**src/rtl/core/wss_pkg.sv**
```systemverilog
`timescale 1ns / 1ps
`default_nettype none
// ----------------------------------------------------------------------------
// wss_pkg: shared types and constants for the wiper servo sweep controller
// Mode and interval codes, register indexes, servo and hold constants.
// ----------------------------------------------------------------------------
package wss_pkg;

   localparam int KnobW   = 12;
   localparam int DwellW  = 14;
   localparam int TotalW  = 15;
   localparam int PosW    = 4;
   localparam int PulseW  = 14;
   localparam int HoldW   = 5;
   localparam int CsrIdxW = 8;
   localparam int CsrDatW = 14;

   localparam logic [PulseW-1:0] PulseBase    = 14'd5000;
   localparam logic [PulseW-1:0] PulsePerStep = 14'd668;
   localparam logic [HoldW-1:0]  HoldLow      = 5'd27;
   localparam logic [HoldW-1:0]  HoldHigh     = 5'd18;
   localparam logic [HoldW-1:0]  HoldDwell    = 5'd10;
   localparam logic [HoldW-1:0]  HoldOff      = 5'd0;
   localparam logic [TotalW-1:0] DwellAdd     = 15'd20;

   typedef enum logic [1:0] {
      MODE_OFF   = 2'd0,
      MODE_INTER = 2'd1,
      MODE_LOW   = 2'd2,
      MODE_HIGH  = 2'd3
   } mode_type;

   typedef enum logic [1:0] {
      IVAL_SHORT  = 2'd0,
      IVAL_MEDIUM = 2'd1,
      IVAL_LONG   = 2'd2
   } ival_type;

   typedef enum logic [CsrIdxW-1:0] {
      CSR_OFF_LIMIT    = 8'd0,
      CSR_INTER_LIMIT  = 8'd1,
      CSR_LOW_LIMIT    = 8'd2,
      CSR_SHORT_LIMIT  = 8'd3,
      CSR_MEDIUM_LIMIT = 8'd4,
      CSR_DWELL_SHORT  = 8'd5,
      CSR_DWELL_MEDIUM = 8'd6,
      CSR_DWELL_LONG   = 8'd7
   } csr_index_type;

   typedef struct packed {
      logic [KnobW-1:0]  off_limit;
      logic [KnobW-1:0]  inter_limit;
      logic [KnobW-1:0]  low_limit;
      logic [KnobW-1:0]  short_limit;
      logic [KnobW-1:0]  medium_limit;
      logic [DwellW-1:0] dwell_short;
      logic [DwellW-1:0] dwell_medium;
      logic [DwellW-1:0] dwell_long;
   } cfg_type;

   typedef struct packed {
      logic [PosW-1:0]   position_step;
      logic              returning;
      logic              sweep_done;
      logic [TotalW-1:0] dwell_total;
   } state_type;

   typedef struct packed {
      logic              ignition_on;
      logic [KnobW-1:0]  wiper_knob;
      logic [KnobW-1:0]  interval_knob;
   } update_type;

   typedef struct packed {
      logic [PulseW-1:0] pulse_tenths_us;
      logic [HoldW-1:0]  hold_ms;
      mode_type          wiper_mode;
      ival_type          interval_mode;
      logic              dwelling;
   } result_type;

endpackage
`default_nettype wire

```
**src/rtl/core/wiper_servo_sweep_controller.sv**
```systemverilog
`timescale 1ns / 1ps
`default_nettype none
// ----------------------------------------------------------------------------
// wiper_servo_sweep_controller: wiper mode decode and servo sweep sequencing
// Takes periodic knob updates, returns servo pulse width and hold time.
// ----------------------------------------------------------------------------
// Usage:
//   req_*  : one update item per handshake (ignition flag, mode knob,
//            interval knob).
//   rsp_*  : exactly one result item per update, in order (pulse width in
//            0.1 us units, hold in ms, decoded modes, dwell flag).
//   csr_*  : register writes, index 0..7 as listed in wss_pkg; higher
//            indexes are dropped. Always ready. Write only while idle.
// Path: an accepted item passes the input register, then the result
//   register, where rsp_tvalid rises. Throughput: one item per cycle
//   while rsp_tready is high; the servo state register updates in the
//   same cycle the item moves into the result register, so back-to-back
//   items see each other's effect.
// Reset (synchronous, active high): both stages empty, servo at rest,
//   dwell total and sweep flag cleared, registers back to their defaults.
// Stall: while rsp_tready is low the result holds; one more item can sit
//   in the input register, after which req_tready drops.
// ----------------------------------------------------------------------------
module wiper_servo_sweep_controller #(
   parameter int TOP_STEP  = 10,
   parameter int KNOB_BITS = 12
) (
   input  wire         clock,
   input  wire         reset,
   // request: [0] ignition_on, [12:1] wiper_knob, [24:13] interval_knob
   input  wire         req_tvalid,
   output logic        req_tready,
   input  wire  [31:0] req_tdata,
   // response: [13:0] pulse_tenths_us, [18:14] hold_ms, [20:19] wiper_mode,
   //           [22:21] interval_mode, [23] dwelling
   output logic        rsp_tvalid,
   input  wire         rsp_tready,
   output logic [23:0] rsp_tdata,
   // register writes
   input  wire         csr_valid,
   output logic        csr_ready,
   input  wire  [wss_pkg::CsrIdxW-1:0] csr_index,
   input  wire  [wss_pkg::CsrDatW-1:0] csr_data
);
   import wss_pkg::*;

   localparam cfg_type CfgReset = '{
      off_limit:    12'd1024,
      inter_limit:  12'd2048,
      low_limit:    12'd3072,
      short_limit:  12'd1352,
      medium_limit: 12'd2703,
      dwell_short:  14'd3000,
      dwell_medium: 14'd6000,
      dwell_long:   14'd8000
   };

   cfg_type    cfg_ff, cfg_in;
   state_type  state_ff, state_nxt;
   update_type upd_ff;
   logic       upd_valid_ff;
   result_type res_ff, res_nxt;
   logic       res_valid_ff;
   logic       res_load;
   logic       advance;

   // Result register loads when empty or being drained.
   assign res_load   = !res_valid_ff || rsp_tready;
   assign advance    = upd_valid_ff && res_load;
   assign req_tready = !upd_valid_ff || advance;
   assign csr_ready  = 1'b1;

   // Register write decode; data beyond a register's width is dropped.
   always_comb begin
      cfg_in = cfg_ff;
      if (csr_valid) begin
         case (csr_index)
            CSR_OFF_LIMIT:    cfg_in.off_limit    = csr_data[KnobW-1:0];
            CSR_INTER_LIMIT:  cfg_in.inter_limit  = csr_data[KnobW-1:0];
            CSR_LOW_LIMIT:    cfg_in.low_limit    = csr_data[KnobW-1:0];
            CSR_SHORT_LIMIT:  cfg_in.short_limit  = csr_data[KnobW-1:0];
            CSR_MEDIUM_LIMIT: cfg_in.medium_limit = csr_data[KnobW-1:0];
            CSR_DWELL_SHORT:  cfg_in.dwell_short  = csr_data;
            CSR_DWELL_MEDIUM: cfg_in.dwell_medium = csr_data;
            CSR_DWELL_LONG:   cfg_in.dwell_long   = csr_data;
            default:          cfg_in = cfg_ff;
         endcase
      end
   end

   wss_step #(
      .TOP_STEP  (TOP_STEP),
      .KNOB_BITS (KNOB_BITS)
   ) u_step (
      .cfg (cfg_ff),
      .cur (state_ff),
      .upd (upd_ff),
      .nxt (state_nxt),
      .res (res_nxt)
   );

   // Control state and registers.
   always_ff @(posedge clock) begin
      if (reset) begin
         cfg_ff       <= CfgReset;
         state_ff     <= '0;
         upd_valid_ff <= 1'b0;
         res_valid_ff <= 1'b0;
      end else begin
         cfg_ff <= cfg_in;
         if (req_tready) begin
            upd_valid_ff <= req_tvalid;
         end
         if (res_load) begin
            res_valid_ff <= upd_valid_ff;
         end
         // Advance the servo state only as the item commits to a result.
         if (advance) begin
            state_ff <= state_nxt;
         end
      end
   end

   // Payload: capture the update, hold the result while stalled.
   always_ff @(posedge clock) begin
      if (req_tready && req_tvalid) begin
         upd_ff.ignition_on   <= req_tdata[0];
         upd_ff.wiper_knob    <= req_tdata[12:1];
         upd_ff.interval_knob <= req_tdata[24:13];
      end
      if (advance) begin
         res_ff <= res_nxt;
      end
   end

   assign rsp_tvalid = res_valid_ff;
   assign rsp_tdata  = {res_ff.dwelling,
                        res_ff.interval_mode,
                        res_ff.wiper_mode,
                        res_ff.hold_ms,
                        res_ff.pulse_tenths_us};

endmodule
`default_nettype wire

```
**src/rtl/core/wss_step.sv**
```systemverilog
`timescale 1ns / 1ps
`default_nettype none
// ----------------------------------------------------------------------------
// wss_step: one update of the sweep controller
// Decode knobs, step the servo or dwell, form next state and the result.
// ----------------------------------------------------------------------------
module wss_step #(
   parameter int TOP_STEP  = 10,
   parameter int KNOB_BITS = 12
) (
   input  wire  wss_pkg::cfg_type    cfg,
   input  wire  wss_pkg::state_type  cur,
   input  wire  wss_pkg::update_type upd,
   output wss_pkg::state_type        nxt,
   output wss_pkg::result_type       res
);
   import wss_pkg::*;

   localparam logic [KnobW-1:0] KnobMask =
      (KNOB_BITS >= KnobW) ? {KnobW{1'b1}} : KnobW'((1 << KNOB_BITS) - 1);
   localparam logic [PosW-1:0] TopStep = PosW'(TOP_STEP);

   logic [KnobW-1:0]  wk;
   logic [KnobW-1:0]  ik;
   mode_type          mode;
   ival_type          ival;
   logic [DwellW-1:0] need;
   logic              marks;
   logic              pause;
   state_type         mv;
   logic [PosW-1:0]   pos_up;

   assign wk = upd.wiper_knob & KnobMask;
   assign ik = upd.interval_knob & KnobMask;

   // Priority decode, ignition off forces off and long.
   always_comb begin
      if (!upd.ignition_on)            mode = MODE_OFF;
      else if (wk <= cfg.off_limit)    mode = MODE_OFF;
      else if (wk <= cfg.inter_limit)  mode = MODE_INTER;
      else if (wk <= cfg.low_limit)    mode = MODE_LOW;
      else                             mode = MODE_HIGH;

      if (!upd.ignition_on)            ival = IVAL_LONG;
      else if (ik <= cfg.short_limit)  ival = IVAL_SHORT;
      else if (ik <= cfg.medium_limit) ival = IVAL_MEDIUM;
      else                             ival = IVAL_LONG;
   end

   always_comb begin
      case (ival)
         IVAL_SHORT:  need = cfg.dwell_short;
         IVAL_MEDIUM: need = cfg.dwell_medium;
         default:     need = cfg.dwell_long;
      endcase
   end

   // High mode does not mark a completed revolution.
   assign marks  = (mode != MODE_HIGH);
   assign pause  = (mode == MODE_INTER) && cur.sweep_done &&
                   ({1'b0, need} > cur.dwell_total);
   assign pos_up = cur.position_step + 1'b1;

   // Servo step: up past the top, then back down to rest.
   always_comb begin
      mv = cur;
      if (marks) begin
         mv.sweep_done = 1'b0;
      end
      if (!cur.returning) begin
         mv.position_step = pos_up;
         if (pos_up > TopStep) begin
            mv.returning = 1'b1;
         end
      end else if (cur.position_step == '0) begin
         mv.returning = 1'b0;
         if (marks) begin
            mv.sweep_done = 1'b1;
         end
      end else begin
         mv.position_step = cur.position_step - 1'b1;
      end
   end

   always_comb begin
      nxt          = cur;
      res.dwelling = 1'b0;
      case (mode)
         MODE_OFF: begin
            nxt.position_step = '0;
            nxt.returning     = 1'b0;
            res.hold_ms       = HoldOff;
         end
         MODE_INTER: begin
            if (pause) begin
               nxt.dwell_total = cur.dwell_total + DwellAdd;
               res.hold_ms     = HoldDwell;
               res.dwelling    = 1'b1;
            end else begin
               nxt             = mv;
               nxt.dwell_total = '0;
               res.hold_ms     = HoldLow;
            end
         end
         MODE_LOW: begin
            nxt         = mv;
            res.hold_ms = HoldLow;
         end
         default: begin
            nxt         = mv;
            res.hold_ms = HoldHigh;
         end
      endcase
      res.pulse_tenths_us = PulseBase +
                            PulsePerStep * PulseW'(nxt.position_step);
      res.wiper_mode      = mode;
      res.interval_mode   = ival;
   end

endmodule
`default_nettype wire

```
**config.mk**
```make
export PLATFORM = sky130hd
export DESIGN_NAME = wiper_servo_sweep_controller
export DESIGN_NICKNAME = d
export VERILOG_FILES = /design/src/rtl/core/wss_pkg.sv /design/src/rtl/core/wiper_servo_sweep_controller.sv /design/src/rtl/core/wss_step.sv
export SDC_FILE = /design/constraint.sdc
export NUM_CORES = 1
export LEC_CHECK = 0
export BUFFER_PORTS_ARGS = -buffer_cell sky130_fd_sc_hd__buf_2
export CAP_MARGIN = 15
export CORE_MARGIN = 2
export CORE_UTILIZATION = 50
export DETAILED_ROUTE_END_ITERATION = 8
export GPL_TIMING_DRIVEN = 1
export PLACE_DENSITY = 0.69
export SLEW_MARGIN = 20
export SYNTH_ARGS = -nofsm -noshare
export SYNTH_HDL_FRONTEND = slang
export SYNTH_SLANG_ARGS = --single-unit
```
**constraint.sdc**
```tcl
create_clock -name clock -period 8.7 [get_ports clock]
set_input_delay 1.74 -clock clock [delete_from_list [all_inputs] [get_ports clock]]
set_output_delay 1.74 -clock clock [all_outputs]
set_load 0.02 [all_outputs]
```
==> run metrics <==
Multi-input gate area about 4800 um2; initial core utilization 51.2%; Synth cell types 65; Startpoint Class flop; worst skew pair latency between 0.4 and 0.5 ns; htree depth 4; Num CTS Buffers 17; Least-Margin Pin Slew 0.951 ns; Post-CTS Resized 0; placed cell areas 9800 um2; # rows 49; first-pass GRT wire length between 30000 and 40000 um; FMAX about 130 MHz; number of fill cells 1651; hpwl dp 13900 um; sequential share of the synthesized area 41.6%; 1st-iter DRT viols 384; critical path's top delay family compound AO/OA/AOI/OAI gates; power per cell area around 170 nW/um2; pre-CTS setup slack ~0.85 ns; met3 GRT Util roughly 3.6%; utilization after layout 57.5%; unrepaired setup endpoints after global routing no; hold crit path type flop to flop; Final Setup Violations 0; fin cells 1334; CP Max Fanout 14; drt drc 0; Hold Vio Cnt, Final 0; met1 Use GR a little under 30%; total global-route track usage around a fifth; cell count after synthesis 1039; CTS tree yes; worst ir drop on vdd 0.000147 V; Max Cap Viol 0; layout cells sized above 1 13.3%; Synth top area share 26.7%; Post-Route WL ~20000 um; core area 18000 um2; Req. time, crit path between 8 and 9 ns; Top-Level Pins 86; Avg Synthesized Cell Area 8.89 um2; FFs w/ async S/R, synth 0%; CTS root buf clkbuf_16; Clock Tree Buf Depth 2; vias in the first global route 6700; Die Area roughly 20000 um2; via count 7219; Slew Limit Fails 0; drt via density between 5 and 6; initial antenna violation count 1; CP Class flop to flop; Setup Buffers After CTS 0; largest net degree at the start of global routing between 80 and 90; Main synth FF type dfxtp_1; GR peak layer met2; Hold Buf Count CTS 0; WP buf/inv 5; status finished, final reports clean; Worst Skew 0.00952 ns; leak pwr 4.19 nW; gr ovfl total 0; TNS Setup 0 ns; WL/cell between 10 and 15 um; Setup WS post-layout 0.788 ns; Period Utilization, post-route 90.9%; met2 usage 33.0%; Placed Cells 1302; min Tclk post-route 7.91 ns; clk slew on worst S/H paths 0.07 ns; Layout Nets 1254; chip height roughly 140 um; drt first pass iters 5; Final Instance Area 10400 um2; number of synthesized flops with an enable pin 46; clk sink count about 170; Crit. End Element flop; Worst path max stage delay roughly 0.47 ns; Reg area ~3800 um2; critical path arrival roughly 8.1 ns; yosys warns 0; top post-synthesis cells by area dfxtp_1, edfxtp_1, ha_1; Area growth, synth to finish 12.3%; Slew headroom 36.6%; post-route ant nets 0; GPL Wtd Cong between 0.8 and 0.9; IO buf count 74; post-synthesis sequential element count between 150 and 200; CP max stage cell fa_1; post-synth top area cell dfxtp_1; Die X-Extent ~140 um; Synth Cell Area 9240 um2
[layout by cell type (no fill, tap or decap), types with 5 or more instances in the layout]
cell,count
o21a_1,5
edfxtp_1,46
nand4_1,16
nand3_1,35
a21oi_1,72
o211ai_1,19
inv_1,90
ha_1,100
o221a_2,12
nor3_1,10
a21o_1,12
nand2_1,173
o31ai_1,8
nor2_1,76
buf_2,74
and4_1,6
dfxtp_1,123
clkbuf_16,19
o21ai_0,29
and2_1,5
nand2b_1,8
mux2i_1,32
xnor2_1,12
nor2b_1,14
buf_4,15
xor2_1,9
[final timing paths]
check	startpoint	end	slack, ns	cells past startpoint
worst max-delay path	upd_ff[7]	rsp_tdata[13]	0.79	31
worst min-delay path	cfg_ff[15]	cfg_ff[15]	0.45	2
worst max register to register	upd_ff[7]	rsp_tdata[13]	0.79	31
worst min register to register	cfg_ff[15]	cfg_ff[15]	0.45	2
[power breakdown]
group          total [mW]  internal (mW)  switching, mW
sequential          0.836          0.827        0.00939
combinational       0.171         0.0655          0.106
clock               0.723          0.420          0.303
[logic make-up (layout without fill, tap and decap cells)]
group / Yosys count / count (layout) / share of synthesized area, %
multiplexers: 34 / 34 / 3.75
XOR/XNOR: 21 / 21 / 1.99
flip-flops: 169 / 169 / 41.6
AND/OR/NAND/NOR: 373 / 373 / 18.5
buffers and inverters: 149 / 212 / 6.41
adder cells (fa/ha/maj): 103 / 103 / 14.2
other: 2 / 5 / 0.0813
AO/OA/AOI/OAI: 188 / 188 / 13.5
[metrics by stage]
stage | power, mW | hold slack (ns)
floorplan | 0.967 | 0.431
global placement | 1.02 | 0.440
detailed placement | 1.02 | 0.445
CTS | 1.74 | 0.454
global route | 1.80 | 0.476
finish | 1.73 | 0.453
[layout make-up]
type | count | share of cell area (%)
tap | 229 | 2.76
sequential | 169 | 37.1
timing repair buffer | 89 | 4.66
antenna | 1 | 0.0241
multi-input combinational | 723 | 46.7
inverter | 92 | 3.33
clock buffer | 25 | 5.09
clock inverter | 6 | 0.350
[synth_stat cells, types with 4 or more instances]
cell / n
nand2_1: 173
dfxtp_1: 123
ha_1: 100
inv_1: 90
nor2_1: 76
a21oi_1: 72
edfxtp_1: 46
clkbuf_1: 44
nand3_1: 35
mux2i_1: 32
o21ai_0: 29
o211ai_1: 19
nand4_1: 16
nor2b_1: 15
a21o_1: 12
o221a_2: 12
xnor2_1: 12
nor3_1: 11
xor2_1: 9
nand2b_1: 8
o31ai_1: 8
and2_1: 6
and4_1: 6
buf_4: 5
o21a_1: 5
a211o_1: 4
a31oi_1: 4
and3_1: 4
buf_2: 4
nand3b_1: 4
[state kept, by name, summed over array words and instances, names as in the netlist]
name,cells
cfg_ff,102
upd_ff,25
rsp_tdata,21
state_ff,19
rsp_tvalid,1
upd_valid_ff,1
[per-layer routing]
metal | share of wire, % | vias to the layer above
met3 | 4.5 | 24
met5 | 0 | -
met4 | 2.7 | 0
met1 | 48 | 3343
met2 | 44 | 176
li1 | - | 3676
[worst min-delay path, stage by stage, from the launching register on]
cell and delay, ns:
dfxtp_1 0.31, nand2_1 0.05, a21oi_1 0.05
Note: power is estimated with default switching activity, not from simulation.
